==> config.mk <==
export PLATFORM = sky130hd
export DESIGN_NAME = emg_pair_to_motor_command
export DESIGN_NICKNAME = d
export VERILOG_FILES = /design/src/rtl/core/emgmc_pkg.sv /design/src/rtl/core/emgmc_div.sv /design/src/rtl/core/emgmc_dp.sv /design/src/rtl/core/emgmc_ctrl.sv /design/src/rtl/core/emg_pair_to_motor_command.sv
export SDC_FILE = /design/constraint.sdc
export NUM_CORES = 2
export LEC_CHECK = 0
export BUFFER_PORTS_ARGS = -buffer_cell sky130_fd_sc_hd__buf_2
export CAP_MARGIN = 20
export CORE_MARGIN = 4
export CORE_UTILIZATION = 50
export CTS_CLUSTER_SIZE = 28
export DETAILED_ROUTE_END_ITERATION = 8
export PLACE_DENSITY = 0.69
export SYNTH_ARGS = -nofsm -noshare
export SYNTH_HDL_FRONTEND = slang
export SYNTH_HIERARCHICAL = 1
export SYNTH_SLANG_ARGS = --single-unit
==> constraint.sdc <==
create_clock -name clock -period 14.55 [get_ports clock]
set_input_delay 2.91 -clock clock [delete_from_list [all_inputs] [get_ports clock]]
set_output_delay 2.91 -clock clock [all_outputs]
set_load 0.01 [all_outputs]
==> src/rtl/core/emgmc_pkg.sv <==
// Shared types, register indexes and reset values of the EMG pair to motor command block.
// Used by the controller, the datapath, the divider and the top level; depends on nothing.
`default_nettype none

package emgmc_pkg;

   // Default field widths and fixed widths
   localparam int LEVEL_BITS_DEF = 12;
   localparam int CMD_BITS_DEF   = 12;
   localparam int GAIN_BITS      = 16;
   localparam int GAIN_FRAC_BITS = 8;
   localparam int CSR_INDEX_BITS = 3;
   localparam int CSR_DATA_BITS  = 16;

   // Register reset values
   localparam int MIN_LEVEL_RST     = 100;
   localparam int MAX_LEVEL_RST     = 1000;
   localparam int MAX_COMMAND_RST   = 255;
   localparam int GAIN_Q8_RST       = 256;
   localparam int ACCEL_STEP_RST    = 4095;
   localparam int DECEL_STEP_RST    = 0;
   localparam int SQUARE_ENABLE_RST = 1;
   localparam int SLEW_ENABLE_RST   = 1;

   typedef logic [CSR_INDEX_BITS-1:0] csr_index_type;

   // Register indexes
   localparam csr_index_type REG_MIN_LEVEL     = 3'd0;
   localparam csr_index_type REG_MAX_LEVEL     = 3'd1;
   localparam csr_index_type REG_MAX_COMMAND   = 3'd2;
   localparam csr_index_type REG_GAIN_Q8       = 3'd3;
   localparam csr_index_type REG_ACCEL_STEP    = 3'd4;
   localparam csr_index_type REG_DECEL_STEP    = 3'd5;
   localparam csr_index_type REG_SQUARE_ENABLE = 3'd6;
   localparam csr_index_type REG_SLEW_ENABLE   = 3'd7;

   // Datapath operations issued by the controller
   typedef enum logic [3:0] {
      OP_NONE,
      OP_CAPTURE,
      OP_PREP,
      OP_MUL_GAIN,
      OP_MUL_CMD,
      OP_CMD_ZERO,
      OP_LIN_SAT,
      OP_DIV_LIN,
      OP_LIN_TAKE,
      OP_CMD_LIN,
      OP_SQ_MUL,
      OP_DIV_SQ,
      OP_CMD_SQ,
      OP_SLEW,
      OP_OUT
   } dp_op_type;

   typedef struct packed {
      dp_op_type op;
   } dp_cmd_type;

   typedef struct packed {
      logic active;       // at least one channel at or above min_level
      logic empty_range;  // max_level <= min_level
      logic lin_ovf;      // remap quotient would not fit the quotient width
      logic square_on;
      logic cmd_zero;     // max_command is zero
      logic div_done;
   } dp_sts_type;

   typedef struct packed {
      logic start;
      logic long_mode;    // full remap quotient, else command-wide quotient
   } div_cmd_type;

endpackage

`default_nettype wire

==> src/rtl/core/emgmc_div.sv <==
// Restoring divider, one quotient bit per cycle, shared by remap and square shaping.
// Depends on emgmc_pkg for the command type.
`default_nettype none

module emgmc_div #(
   parameter int NUM_BITS   = 40,
   parameter int DEN_BITS   = 12,
   parameter int QUO_BITS   = 20,
   parameter int SHORT_BITS = 12
) (
   input  wire logic                       clock,
   input  wire logic                       reset,
   input  wire emgmc_pkg::div_cmd_type     cmd,
   input  wire logic [NUM_BITS-1:0]        num,
   input  wire logic [DEN_BITS-1:0]        den,
   output logic                            done,
   output logic [QUO_BITS-1:0]             quo
);

   localparam int CNT_BITS = $clog2(QUO_BITS + 1);

   logic                busy_ff, done_ff;
   logic [CNT_BITS-1:0] cnt_ff;
   logic [NUM_BITS-1:0] rem_ff, dsh_ff;
   logic [QUO_BITS-1:0] quo_ff;

   logic [NUM_BITS-1:0] den_ext;
   logic [NUM_BITS:0]   diff;
   logic                fits;

   assign den_ext = NUM_BITS'(den);
   assign diff    = {1'b0, rem_ff} - {1'b0, dsh_ff};
   assign fits    = ~diff[NUM_BITS];

   // Control: run for the selected number of quotient bits, pulse done at the end
   always_ff @(posedge clock) begin
      if (reset) begin
         busy_ff <= 1'b0;
         done_ff <= 1'b0;
         cnt_ff  <= '0;
      end else begin
         done_ff <= 1'b0;
         if (cmd.start) begin
            busy_ff <= 1'b1;
            cnt_ff  <= cmd.long_mode ? CNT_BITS'(QUO_BITS) : CNT_BITS'(SHORT_BITS);
         end else if (busy_ff) begin
            cnt_ff <= cnt_ff - CNT_BITS'(1);
            if (cnt_ff == CNT_BITS'(1)) begin
               busy_ff <= 1'b0;
               done_ff <= 1'b1;
            end
         end
      end
   end

   // Datapath: trial subtract of the shifted divisor, shift in one quotient bit
   always_ff @(posedge clock) begin
      if (cmd.start) begin
         rem_ff <= num;
         dsh_ff <= cmd.long_mode ? (den_ext << (QUO_BITS - 1)) : (den_ext << (SHORT_BITS - 1));
         quo_ff <= '0;
      end else if (busy_ff) begin
         if (fits) begin
            rem_ff <= diff[NUM_BITS-1:0];
         end
         dsh_ff <= dsh_ff >> 1;
         quo_ff <= {quo_ff[QUO_BITS-2:0], fits};
      end
   end

   assign done = done_ff;
   assign quo  = quo_ff;

endmodule

`default_nettype wire

==> src/rtl/core/emgmc_dp.sv <==
// Datapath: level select, clamp, gain and command multiplies, divider, slew limit, result word.
// Depends on emgmc_pkg and instantiates emgmc_div.
`default_nettype none

module emgmc_dp #(
   parameter int LEVEL_BITS = emgmc_pkg::LEVEL_BITS_DEF,
   parameter int CMD_BITS   = emgmc_pkg::CMD_BITS_DEF
) (
   input  wire logic                                clock,
   input  wire logic                                reset,
   input  wire emgmc_pkg::dp_cmd_type               cmd,
   output emgmc_pkg::dp_sts_type                    sts,
   input  wire logic [LEVEL_BITS-1:0]               req_emg_open,
   input  wire logic [LEVEL_BITS-1:0]               req_emg_close,
   input  wire logic [LEVEL_BITS-1:0]               min_level,
   input  wire logic [LEVEL_BITS-1:0]               max_level,
   input  wire logic [CMD_BITS-1:0]                 max_command,
   input  wire logic [emgmc_pkg::GAIN_BITS-1:0]     gain_q8,
   input  wire logic [CMD_BITS-1:0]                 accel_step,
   input  wire logic [CMD_BITS-1:0]                 decel_step,
   input  wire logic                                square_enable,
   input  wire logic                                slew_enable,
   output logic [CMD_BITS-1:0]                      rsp_motor_command,
   output logic                                     rsp_close_dir,
   output logic                                     rsp_dir_reversed
);

   localparam int PROD_BITS = LEVEL_BITS + emgmc_pkg::GAIN_BITS;
   localparam int NUM_BITS  = PROD_BITS + CMD_BITS;
   localparam int DEN_BITS  = (LEVEL_BITS > CMD_BITS) ? LEVEL_BITS : CMD_BITS;
   localparam int QUO_BITS  = CMD_BITS + emgmc_pkg::GAIN_FRAC_BITS;

   // Item registers
   logic                  active_ff, dir_ff, empty_ff;
   logic [LEVEL_BITS-1:0] lvl_ff, d_ff, span_ff;
   logic [PROD_BITS-1:0]  prod1_ff;
   logic [NUM_BITS-1:0]   num_ff;
   logic [CMD_BITS-1:0]   lin_ff, cmd_ff;

   // Carried state and result word
   logic                  last_dir_ff;
   logic [CMD_BITS-1:0]   last_cmd_ff;
   logic [CMD_BITS-1:0]   rsp_cmd_ff;
   logic                  rsp_dir_ff, rsp_rev_ff;

   // Divider
   emgmc_pkg::div_cmd_type div_cmd;
   logic [DEN_BITS-1:0]    div_den;
   logic                   div_done;
   logic [QUO_BITS-1:0]    div_quo;

   // Combinational helpers
   logic                  both_low, close_wins;
   logic [LEVEL_BITS-1:0] lvl_hi, lvl_c;
   logic [NUM_BITS-1:0]   ovf_bound;
   logic [CMD_BITS-1:0]   q_hi, slew_lo, slew_hi, slewed;
   logic [CMD_BITS:0]     hi_sum;

   // Pick the stronger channel; close wins only when strictly greater
   assign both_low   = (req_emg_open < min_level) && (req_emg_close < min_level);
   assign close_wins = req_emg_close > req_emg_open;

   // Clamp the level to [min_level, max_level]
   assign lvl_hi = (lvl_ff > max_level) ? max_level : lvl_ff;
   assign lvl_c  = (lvl_hi < min_level) ? min_level : lvl_hi;

   // A quotient beyond the quotient width saturates without dividing
   assign ovf_bound = NUM_BITS'(span_ff) << QUO_BITS;
   assign q_hi      = div_quo[QUO_BITS-1:emgmc_pkg::GAIN_FRAC_BITS];

   // Slew window around the previous command; when crossed, the lower bound wins only below it
   assign slew_lo = (last_cmd_ff > decel_step) ? (last_cmd_ff - decel_step) : '0;
   assign hi_sum  = {1'b0, last_cmd_ff} + {1'b0, accel_step};
   assign slew_hi = (hi_sum > {1'b0, max_command}) ? max_command : hi_sum[CMD_BITS-1:0];
   always_comb begin
      if (cmd_ff < slew_lo) begin
         slewed = slew_lo;
      end else if (cmd_ff > slew_hi) begin
         slewed = slew_hi;
      end else begin
         slewed = cmd_ff;
      end
   end

   // Divider commands
   assign div_cmd.start     = (cmd.op == emgmc_pkg::OP_DIV_LIN) || (cmd.op == emgmc_pkg::OP_DIV_SQ);
   assign div_cmd.long_mode = (cmd.op == emgmc_pkg::OP_DIV_LIN);
   assign div_den = (cmd.op == emgmc_pkg::OP_DIV_LIN) ? DEN_BITS'(span_ff) : DEN_BITS'(max_command);

   emgmc_div #(
      .NUM_BITS   (NUM_BITS),
      .DEN_BITS   (DEN_BITS),
      .QUO_BITS   (QUO_BITS),
      .SHORT_BITS (CMD_BITS)
   ) u_div (
      .clock (clock),
      .reset (reset),
      .cmd   (div_cmd),
      .num   (num_ff),
      .den   (div_den),
      .done  (div_done),
      .quo   (div_quo)
   );

   // Item datapath registers, advanced one operation at a time
   always_ff @(posedge clock) begin
      case (cmd.op)
         emgmc_pkg::OP_CAPTURE: begin
            active_ff <= ~both_low;
            dir_ff    <= both_low ? last_dir_ff : close_wins;
            lvl_ff    <= close_wins ? req_emg_close : req_emg_open;
         end
         emgmc_pkg::OP_PREP: begin
            d_ff     <= lvl_c - min_level;
            span_ff  <= max_level - min_level;
            empty_ff <= max_level <= min_level;
         end
         emgmc_pkg::OP_MUL_GAIN: begin
            prod1_ff <= PROD_BITS'(d_ff) * PROD_BITS'(gain_q8);
         end
         emgmc_pkg::OP_MUL_CMD: begin
            num_ff <= NUM_BITS'(prod1_ff) * NUM_BITS'(max_command);
         end
         emgmc_pkg::OP_CMD_ZERO: begin
            cmd_ff <= '0;
         end
         emgmc_pkg::OP_LIN_SAT: begin
            lin_ff <= max_command;
         end
         emgmc_pkg::OP_LIN_TAKE: begin
            lin_ff <= (q_hi > max_command) ? max_command : q_hi;
         end
         emgmc_pkg::OP_CMD_LIN: begin
            cmd_ff <= lin_ff;
         end
         emgmc_pkg::OP_SQ_MUL: begin
            num_ff <= NUM_BITS'(lin_ff) * NUM_BITS'(lin_ff);
         end
         emgmc_pkg::OP_CMD_SQ: begin
            cmd_ff <= div_quo[CMD_BITS-1:0];
         end
         emgmc_pkg::OP_SLEW: begin
            if (slew_enable) begin
               cmd_ff <= slewed;
            end
         end
         emgmc_pkg::OP_OUT: begin
            rsp_cmd_ff <= cmd_ff;
            rsp_dir_ff <= dir_ff;
            rsp_rev_ff <= dir_ff != last_dir_ff;
         end
         default: begin
         end
      endcase
   end

   // Carried state: update when the result word is loaded
   always_ff @(posedge clock) begin
      if (reset) begin
         last_dir_ff <= 1'b1;
         last_cmd_ff <= '0;
      end else if (cmd.op == emgmc_pkg::OP_OUT) begin
         last_dir_ff <= dir_ff;
         last_cmd_ff <= cmd_ff;
      end
   end

   // Status to the controller
   assign sts.active      = active_ff;
   assign sts.empty_range = empty_ff;
   assign sts.lin_ovf     = num_ff >= ovf_bound;
   assign sts.square_on   = square_enable;
   assign sts.cmd_zero    = max_command == '0;
   assign sts.div_done    = div_done;

   assign rsp_motor_command = rsp_cmd_ff;
   assign rsp_close_dir     = rsp_dir_ff;
   assign rsp_dir_reversed  = rsp_rev_ff;

endmodule

`default_nettype wire

==> src/rtl/core/emgmc_ctrl.sv <==
// Controller: sequences one word through the datapath and owns both handshakes.
// Depends on emgmc_pkg for the command and status types.
`default_nettype none

module emgmc_ctrl (
   input  wire logic                   clock,
   input  wire logic                   reset,
   input  wire logic                   req_valid,
   output logic                        req_ready,
   output logic                        rsp_valid,
   input  wire logic                   rsp_ready,
   output emgmc_pkg::dp_cmd_type       cmd,
   input  wire emgmc_pkg::dp_sts_type  sts
);

   typedef enum logic [3:0] {
      ST_IDLE,
      ST_PREP,
      ST_MUL_GAIN,
      ST_MUL_CMD,
      ST_CHECK,
      ST_DIV_LIN,
      ST_SHAPE,
      ST_SQ_START,
      ST_SQ_WAIT,
      ST_SLEW,
      ST_OUT
   } state_type;

   state_type state_ff, state_in;
   logic      rsp_valid_ff, rsp_valid_in;

   // Next state, datapath operation and result valid
   always_comb begin
      state_in     = state_ff;
      cmd.op       = emgmc_pkg::OP_NONE;
      rsp_valid_in = rsp_valid_ff && !rsp_ready;
      case (state_ff)
         ST_IDLE: begin
            if (req_valid) begin
               cmd.op   = emgmc_pkg::OP_CAPTURE;
               state_in = ST_PREP;
            end
         end
         ST_PREP: begin
            cmd.op   = emgmc_pkg::OP_PREP;
            state_in = ST_MUL_GAIN;
         end
         ST_MUL_GAIN: begin
            cmd.op   = emgmc_pkg::OP_MUL_GAIN;
            state_in = ST_MUL_CMD;
         end
         ST_MUL_CMD: begin
            cmd.op   = emgmc_pkg::OP_MUL_CMD;
            state_in = ST_CHECK;
         end
         ST_CHECK: begin
            // Both channels inactive: zero command, skip shaping
            if (!sts.active) begin
               cmd.op   = emgmc_pkg::OP_CMD_ZERO;
               state_in = ST_SLEW;
            end else if (sts.empty_range || sts.lin_ovf) begin
               cmd.op   = emgmc_pkg::OP_LIN_SAT;
               state_in = ST_SHAPE;
            end else begin
               cmd.op   = emgmc_pkg::OP_DIV_LIN;
               state_in = ST_DIV_LIN;
            end
         end
         ST_DIV_LIN: begin
            if (sts.div_done) begin
               cmd.op   = emgmc_pkg::OP_LIN_TAKE;
               state_in = ST_SHAPE;
            end
         end
         ST_SHAPE: begin
            if (!sts.square_on) begin
               cmd.op   = emgmc_pkg::OP_CMD_LIN;
               state_in = ST_SLEW;
            end else if (sts.cmd_zero) begin
               cmd.op   = emgmc_pkg::OP_CMD_ZERO;
               state_in = ST_SLEW;
            end else begin
               cmd.op   = emgmc_pkg::OP_SQ_MUL;
               state_in = ST_SQ_START;
            end
         end
         ST_SQ_START: begin
            cmd.op   = emgmc_pkg::OP_DIV_SQ;
            state_in = ST_SQ_WAIT;
         end
         ST_SQ_WAIT: begin
            if (sts.div_done) begin
               cmd.op   = emgmc_pkg::OP_CMD_SQ;
               state_in = ST_SLEW;
            end
         end
         ST_SLEW: begin
            cmd.op   = emgmc_pkg::OP_SLEW;
            state_in = ST_OUT;
         end
         ST_OUT: begin
            // Load the result word once the output register is free
            if (!rsp_valid_ff || rsp_ready) begin
               cmd.op       = emgmc_pkg::OP_OUT;
               rsp_valid_in = 1'b1;
               state_in     = ST_IDLE;
            end
         end
         default: begin
            state_in = ST_IDLE;
         end
      endcase
   end

   // Hold state and result valid
   always_ff @(posedge clock) begin
      if (reset) begin
         state_ff     <= ST_IDLE;
         rsp_valid_ff <= 1'b0;
      end else begin
         state_ff     <= state_in;
         rsp_valid_ff <= rsp_valid_in;
      end
   end

   assign req_ready = state_ff == ST_IDLE;
   assign rsp_valid = rsp_valid_ff;

endmodule

`default_nettype wire

==> src/rtl/core/emg_pair_to_motor_command.sv <==
// Top level of the EMG pair to motor command block: configuration registers,
// controller and datapath. Depends on emgmc_pkg, emgmc_ctrl, emgmc_dp and emgmc_div.
`default_nettype none

// Takes one word of two averaged EMG levels at a time and returns one motor command word
// with direction and reversal flag. With the result side free, rsp_valid rises and the
// input opens again in the same cycle, as the final step loads the result word and returns
// to idle. The shared restoring divider produces CMD_BITS+8 quotient bits for the linear
// remap and CMD_BITS more for square shaping, one bit per cycle, beside the multiply, select
// and handoff steps. Words with both channels inactive, a saturated remap or shaping off
// skip one or both divider passes and finish sooner. A new word is accepted while the
// previous result still waits in the output register; the next result then holds in its
// final step until that one is taken. Configuration writes take effect at once and belong
// between words.

module emg_pair_to_motor_command #(
   parameter int LEVEL_BITS = emgmc_pkg::LEVEL_BITS_DEF,
   parameter int CMD_BITS   = emgmc_pkg::CMD_BITS_DEF
) (
   input  wire logic                                 clock,
   input  wire logic                                 reset,
   input  wire logic                                 req_valid,
   output logic                                      req_ready,
   input  wire logic [LEVEL_BITS-1:0]                req_emg_open,
   input  wire logic [LEVEL_BITS-1:0]                req_emg_close,
   output logic                                      rsp_valid,
   input  wire logic                                 rsp_ready,
   output logic [CMD_BITS-1:0]                       rsp_motor_command,
   output logic                                      rsp_close_dir,
   output logic                                      rsp_dir_reversed,
   input  wire logic                                 csr_wr_en,
   input  wire emgmc_pkg::csr_index_type             csr_index,
   input  wire logic [emgmc_pkg::CSR_DATA_BITS-1:0]  csr_wr_data
);

   logic [LEVEL_BITS-1:0]                min_level_ff, max_level_ff;
   logic [CMD_BITS-1:0]                  max_command_ff, accel_step_ff, decel_step_ff;
   logic [emgmc_pkg::GAIN_BITS-1:0]      gain_q8_ff;
   logic                                 square_enable_ff, slew_enable_ff;

   emgmc_pkg::dp_cmd_type dp_cmd;
   emgmc_pkg::dp_sts_type dp_sts;

   // Configuration registers
   always_ff @(posedge clock) begin
      if (reset) begin
         min_level_ff     <= LEVEL_BITS'(emgmc_pkg::MIN_LEVEL_RST);
         max_level_ff     <= LEVEL_BITS'(emgmc_pkg::MAX_LEVEL_RST);
         max_command_ff   <= CMD_BITS'(emgmc_pkg::MAX_COMMAND_RST);
         gain_q8_ff       <= emgmc_pkg::GAIN_BITS'(emgmc_pkg::GAIN_Q8_RST);
         accel_step_ff    <= CMD_BITS'(emgmc_pkg::ACCEL_STEP_RST);
         decel_step_ff    <= CMD_BITS'(emgmc_pkg::DECEL_STEP_RST);
         square_enable_ff <= 1'(emgmc_pkg::SQUARE_ENABLE_RST);
         slew_enable_ff   <= 1'(emgmc_pkg::SLEW_ENABLE_RST);
      end else if (csr_wr_en) begin
         case (csr_index)
            emgmc_pkg::REG_MIN_LEVEL:     min_level_ff     <= csr_wr_data[LEVEL_BITS-1:0];
            emgmc_pkg::REG_MAX_LEVEL:     max_level_ff     <= csr_wr_data[LEVEL_BITS-1:0];
            emgmc_pkg::REG_MAX_COMMAND:   max_command_ff   <= csr_wr_data[CMD_BITS-1:0];
            emgmc_pkg::REG_GAIN_Q8:       gain_q8_ff       <= csr_wr_data[emgmc_pkg::GAIN_BITS-1:0];
            emgmc_pkg::REG_ACCEL_STEP:    accel_step_ff    <= csr_wr_data[CMD_BITS-1:0];
            emgmc_pkg::REG_DECEL_STEP:    decel_step_ff    <= csr_wr_data[CMD_BITS-1:0];
            emgmc_pkg::REG_SQUARE_ENABLE: square_enable_ff <= csr_wr_data[0];
            emgmc_pkg::REG_SLEW_ENABLE:   slew_enable_ff   <= csr_wr_data[0];
            default: begin
            end
         endcase
      end
   end

   emgmc_ctrl u_ctrl (
      .clock     (clock),
      .reset     (reset),
      .req_valid (req_valid),
      .req_ready (req_ready),
      .rsp_valid (rsp_valid),
      .rsp_ready (rsp_ready),
      .cmd       (dp_cmd),
      .sts       (dp_sts)
   );

   emgmc_dp #(
      .LEVEL_BITS (LEVEL_BITS),
      .CMD_BITS   (CMD_BITS)
   ) u_dp (
      .clock             (clock),
      .reset             (reset),
      .cmd               (dp_cmd),
      .sts               (dp_sts),
      .req_emg_open      (req_emg_open),
      .req_emg_close     (req_emg_close),
      .min_level         (min_level_ff),
      .max_level         (max_level_ff),
      .max_command       (max_command_ff),
      .gain_q8           (gain_q8_ff),
      .accel_step        (accel_step_ff),
      .decel_step        (decel_step_ff),
      .square_enable     (square_enable_ff),
      .slew_enable       (slew_enable_ff),
      .rsp_motor_command (rsp_motor_command),
      .rsp_close_dir     (rsp_close_dir),
      .rsp_dir_reversed  (rsp_dir_reversed)
   );

   // An accepted word keeps the input closed while it is being worked on
   a_busy_after_accept: assert property (@(posedge clock) disable iff (reset)
      (req_valid && req_ready) |=> !req_ready)
      else $error("input accepted a second word while one was in work");

   // A new result is loaded only from the final step, never straight from idle
   a_result_from_work: assert property (@(posedge clock) disable iff (reset)
      $rose(rsp_valid) |-> $past(!req_ready))
      else $error("result appeared without a word in work");

   // Reset leaves no result pending
   a_reset_clears_result: assert property (@(posedge clock)
      reset |=> !rsp_valid)
      else $error("result valid survived reset");

endmodule

`default_nettype wire
-- Word-level counts from Yosys, hierarchy flattened
Cells that the tools add are included.
- bits in registers: 348
- output and inout bits: 16
- add/subtract/negate cells: 6
- $mul: 3
- $lt $le $gt $ge: 12
- eq/ne operators: 40
- muxes and demuxes: 47
- bitwise logic cells: 3
- reduce and logical (&&, ||, !) cells: 26
- operators by type and width (cell ; number):
    2-to-1 mux 40 bit ; 5
    2-to-1 mux 12 bit ; 10
    one-hot mux 4 bit (11 select lines) ; 2
    one-hot mux 40 bit (2 select lines) ; 1
    greater-than comparator 12 bit ; 5
    2-to-1 mux 4 bit ; 13
    < comparator 12 bit ; 4
    one-hot mux 12 bit (4 select lines) ; 1
    subtractor 40 x 40 -> 41 bit ; 1
    == test 4 bit (second input constant) ; 10
    greater-or-equal comparator 40 x 32 -> 1 bit ; 1
    multiplier 28 x 12 -> 40 bit ; 1
    subtractor 12 bit ; 3
    == test 4 x 3 -> 1 bit (second input constant) ; 8
    2-to-1 mux 31 bit ; 1
    multiplier 12 x 16 -> 28 bit ; 1
    multiplier 12 x 12 -> 24 bit ; 1
    one-hot mux 12 bit (2 select lines) ; 1
    AND reduction 2 bit ; 9
    == test 4 x 2 -> 1 bit (second input constant) ; 4
    2-to-1 mux 5 bit ; 3
    adder 12 x 12 -> 13 bit ; 1
    greater-than comparator 13 x 12 -> 1 bit ; 1
    == test 3 bit (second input constant) ; 4
    other kinds (24) ; 46

-- Depth between registers and ports, before layout
- depth after elaboration: 9
- depth in mapped cells: 31

-- By module
Netlist, hierarchy kept.
- by module, submodules not included (module ; instances ; cells each ; area an instance (um^2) ; seq. area each (um^2)):
    emgmc_dp ; 1 ; 3393 ; 30930.9 ; 4614.4
    emgmc_div ; 1 ; 688 ; 6241.0 ; 2672.6
    emg_pair_to_motor_command ; 1 ; 298 ; 3121.7 ; 1561.5
    emgmc_ctrl ; 1 ; 71 ; 505.5 ; 100.1

-- Worst setup path before layout
OpenSTA, ideal clock, no wires.
- path type: register to register
- start: reg u_dp.last_cmd_ff[0]
- end: reg u_dp.cmd_ff[0] (enable)
- library setup time: 0.412 ns
- data arrival time: 5.890 ns
- required time: 14.138 ns
- setup slack: 8.248 ns
- cell stages (with the launch flop): 31
- path buffers: 2
- period minus slack after synthesis: 6.302 ns
- cell sequence: dfxtp_1 > ha_1 > inv_1 > fa_1 > nand2b_1 > a21oi_1 > nor3_1 > nor3b_1 > o21a_1 > nor2_1 > xnor2_1 > ha_1 > a211oi_1 > o21ai_0 > a21oi_1 > nor2_1 > a211o_1 > a221oi_2 > buf_4 > buf_2 > a21oi_1 > ha_1 > nor2b_1 > o21ai_0 > nand2b_1 > a21oi_1 > nor3_1 > a2111oi_0 > o21ai_0 > a21oi_1 > nor4_1
- word-level cells in the longest chain between the ends: 6
- elaborated cells between the ends (all ways): 10
- RTL lines (element ; line ; source):
    start, declared ; emgmc_dp.sv:42 ; logic [CMD_BITS-1:0] last_cmd_ff;
    start signal, assigned ; emgmc_dp.sv:164 ; last_cmd_ff <= cmd_ff;
    adder 12 x 12 -> 13 bit ; emgmc_dp.sv:73 ; assign hi_sum = {1'b0, last_cmd_ff} + {1'b0, accel_step};
    greater-than comparator 13 x 12 -> 1 bit ; emgmc_dp.sv:74 ; assign slew_hi = (hi_sum > {1'b0, max_command}) ? max_command : hi_sum[CMD_BITS-1:0];
    2-to-1 mux 12 bit ; emgmc_dp.sv:74 ;
    greater-than comparator 12 bit ; emgmc_dp.sv:78 ; end else if (cmd_ff > slew_hi) begin
    inequality test 3 x 1 -> 1 bit (no source line) * ; - ;
    AND reduction 3 bit (no source line) * ; - ;
    end signal, assigned ; emgmc_dp.sv:134 ; cmd_ff <= lin_ff;
    end signal, assigned ; emgmc_dp.sv:140 ; cmd_ff <= div_quo[CMD_BITS-1:0];
    end signal, assigned ; emgmc_dp.sv:144 ; cmd_ff <= slewed;
    end, declared ; emgmc_dp.sv:38 ; logic [CMD_BITS-1:0] lin_ff, cmd_ff;
Every way passes the cells marked *; elsewhere a longest branch is shown, timed or not.
A chain may end at the register's enable or synchronous reset.

-- Worst setup path after layout
- start: reg u_dp.last_cmd_ff[0]
- end: reg u_dp.cmd_ff[9] (enable)
The elaborated chain is that of the path after synthesis.

==> results.txt <==
Worst-Skew Late Latency - 590 ps
Initial Utilization - 50.57%
die area - 86230 um2
CTS Buf Count - 41
CTS H-Tree Depth - 2
area occupied by multi-input gates - 28570 um2
CTS tree - built
FF-to-FF setup slack - 8010 ps
# Max-Cap Violations - 0
final hold vios - 0
RR Startpoint - u_dp/last_cmd_ff[0]
DP HPWL - 79480 um
min-delay src - decel_step_ff[7]
Least-Margin Pin Slew - 1050 ps
area taken by flip-flops and latches - 8949 um2
DRT Pass-1 Iters - 7
largest net degree at the start of global routing - 113
DRC viols - 0
Antenna Nets Post-Route - 0
Nets - 5303
Yosys cell types - 96
Max-slew headroom - 30.02%
Max Fanout on Critical Path - 20
initial DRC count - 2079
required time worst endpoint - 14880 ps
net count after synthesis - 5376
Via density - 5.636
FFs w/ async S/R, synth - 0%
GRT overflow - 0
Synth-to-Final Area Change - 6.112%
Core Region - 80680 um2
Ports - 64
Die W - 293.7 um
drt wl/cell - 18.80 um
Slew Limit Fails - 0
Worst Setup Start Kind - flip-flop
gr usage total - 23.91%
YS warnings - 6
FF+latch count, synth - 339
Post-synth top flop - edfxtp_1
WS Path Type - reg -> reg
layout cells sized above 1 - 5.714%
Setup Buffers After CTS - 0
DIE HEIGHT - 293.7 um
RSZ-0062 raised after global routing - false
clk slew on worst S/H paths - 60 ps
Routed WL - 102900 um
via count - 30849
crit path DAT - 6870 ps
antenna violations before repair - 5
R2R depth - 30
most common cell after layout, fill and taps aside - inv_1
slowest CP cell - fa_1
first-pass GRT wire length - 164900 um
worst min path class - reg -> reg
Placer Congestion - 0.9525
CTS sink count - 339
# rows - 104
# fillers - 7415
Setup violations, final - 0
Synth Instances - 4450
hold path cells - 2
Max Buffers Root-to-Sink - 3
setup TNS - 0 ps
Root Driver - clkbuf_16
sequential share of the synthesized area - 21.93%
reg2reg end - u_dp/cmd_ff[9]
Post-synth EDFFs - 216
Peak Freq - 152.9 MHz
# port buffers - 63
WHS - 477.2 ps
final core occ - 53.66%
Hold EP - decel_step_ff[7]
# hold bufs at CTS - 0
post-cts resize count - 0
minimum clock period - 6540 ps
dpl cell area - 41780 um2
area of the mapped netlist - 40800 um2
status - finished, final reports clean
Synth Area per Inst - 9.168 um2
Top cell by count, worst path - a21oi_1
vias in the first global route - 30796
period utilization - 44.95%
Worst setup EP type - flip-flop
clock skew - 26.47 ps
most frequent cells in the layout - inv_1, nand2_1, fa_1
final instance area - 43290 um2
crit-path max cell delay - 390 ps
-- per-layer routing --
layer	up-vias	global-route usage [%]	share of wire (%)
met5	-	0	0.013
met1	15212	32.67	44
met4	2	6.960	3.0
met2	972	39.33	46
met3	180	4.211	7.1
li1	14483	-	-
-- synth_stat cells (all sizes together) (78+ instances only) --
cell type	instances	area, um2
nand2b	96	610.6
edfxtp	216	6486
inv	644	2417
and2	226	1414
fa	483	9669
a21oi	199	1011
a21o	78	585.6
dfxtp	123	2462
nand2	615	2311
mux2i	110	1101
nor2	232	870.8
o21ai	165	829.5
ha	395	4942
xnor2	91	797.0
clkbuf	163	621.8
-- stage by stage --
step	setup slack, ps	cells
2_1_floorplan	8248	4450
3_3_place_gp	7998	5391
3_5_place_dp	7902	5391
4_1_cts	7902	5467
5_1_grt	7408	5470
6_report	8010	5474
-- registers in the layout, indices dropped and copies added, names as in the netlist, 16 cells and up --
name               cells
gain_q8_ff            16
u_dp/u_div/rem_ff     40
u_dp/prod1_ff         28
u_dp/u_div/quo        20
u_dp/u_div/dsh_ff     31
u_dp/num_ff           40
-- layout make-up --
class | instances | area share (%)
multi-input cells | 3259 | 65.99
repair buffers | 92 | 1.266
clock buffers | 50 | 2.668
clock inverters | 26 | 0.7341
inverters | 644 | 5.584
diodes | 4 | 0.02312
flip-flops and latches | 339 | 20.67
well taps | 1060 | 3.063
-- cells by family (layout without fill, tap and decap cells) --
kind of cell,after synthesis,after routing,synth area share [%]
XOR/XNOR,139,139,2.984
flip-flops,339,339,21.93
multiplexers,152,152,3.858
buffers and inverters,852,812,8.185
adder cells (fa/ha/maj),878,878,35.81
other,0,4,0
AO/OA/AOI/OAI,672,672,10.68
AND/OR/NAND/NOR,1418,1418,16.55
-- critical path: cells and delay by family, from the launching register on --
| family | cells | cell delay (ps) |
|---|---|---|
| adder cells (fa/ha/maj) | 4 | 1200 |
| flip-flops | 1 | 350 |
| XOR/XNOR | 1 | 300 |
| AO/OA/AOI/OAI | 14 | 2960 |
| AND/OR/NAND/NOR | 8 | 860 |
| buffers and inverters | 3 | 580 |
-- worst max path at each step --
stage,startpoint,end,slack (ps)
finish,u_dp/last_cmd_ff[0],u_dp/cmd_ff[9],8010
global route,u_dp/last_cmd_ff[0],u_dp/cmd_ff[9],7410
CTS,max_level_ff[1],u_dp/d_ff[11],7900
detailed placement,rsp_ready,u_dp/u_div/dsh_ff[23],7900
global placement,rsp_ready,u_dp/u_div/dsh_ff[25],8000
floorplan,u_dp/last_cmd_ff[0],u_dp/cmd_ff[0],8250
Power is left out: the tool's default activity adds up to more than one toggle a clock period on the data nets, which glitch-free logic cannot reach.
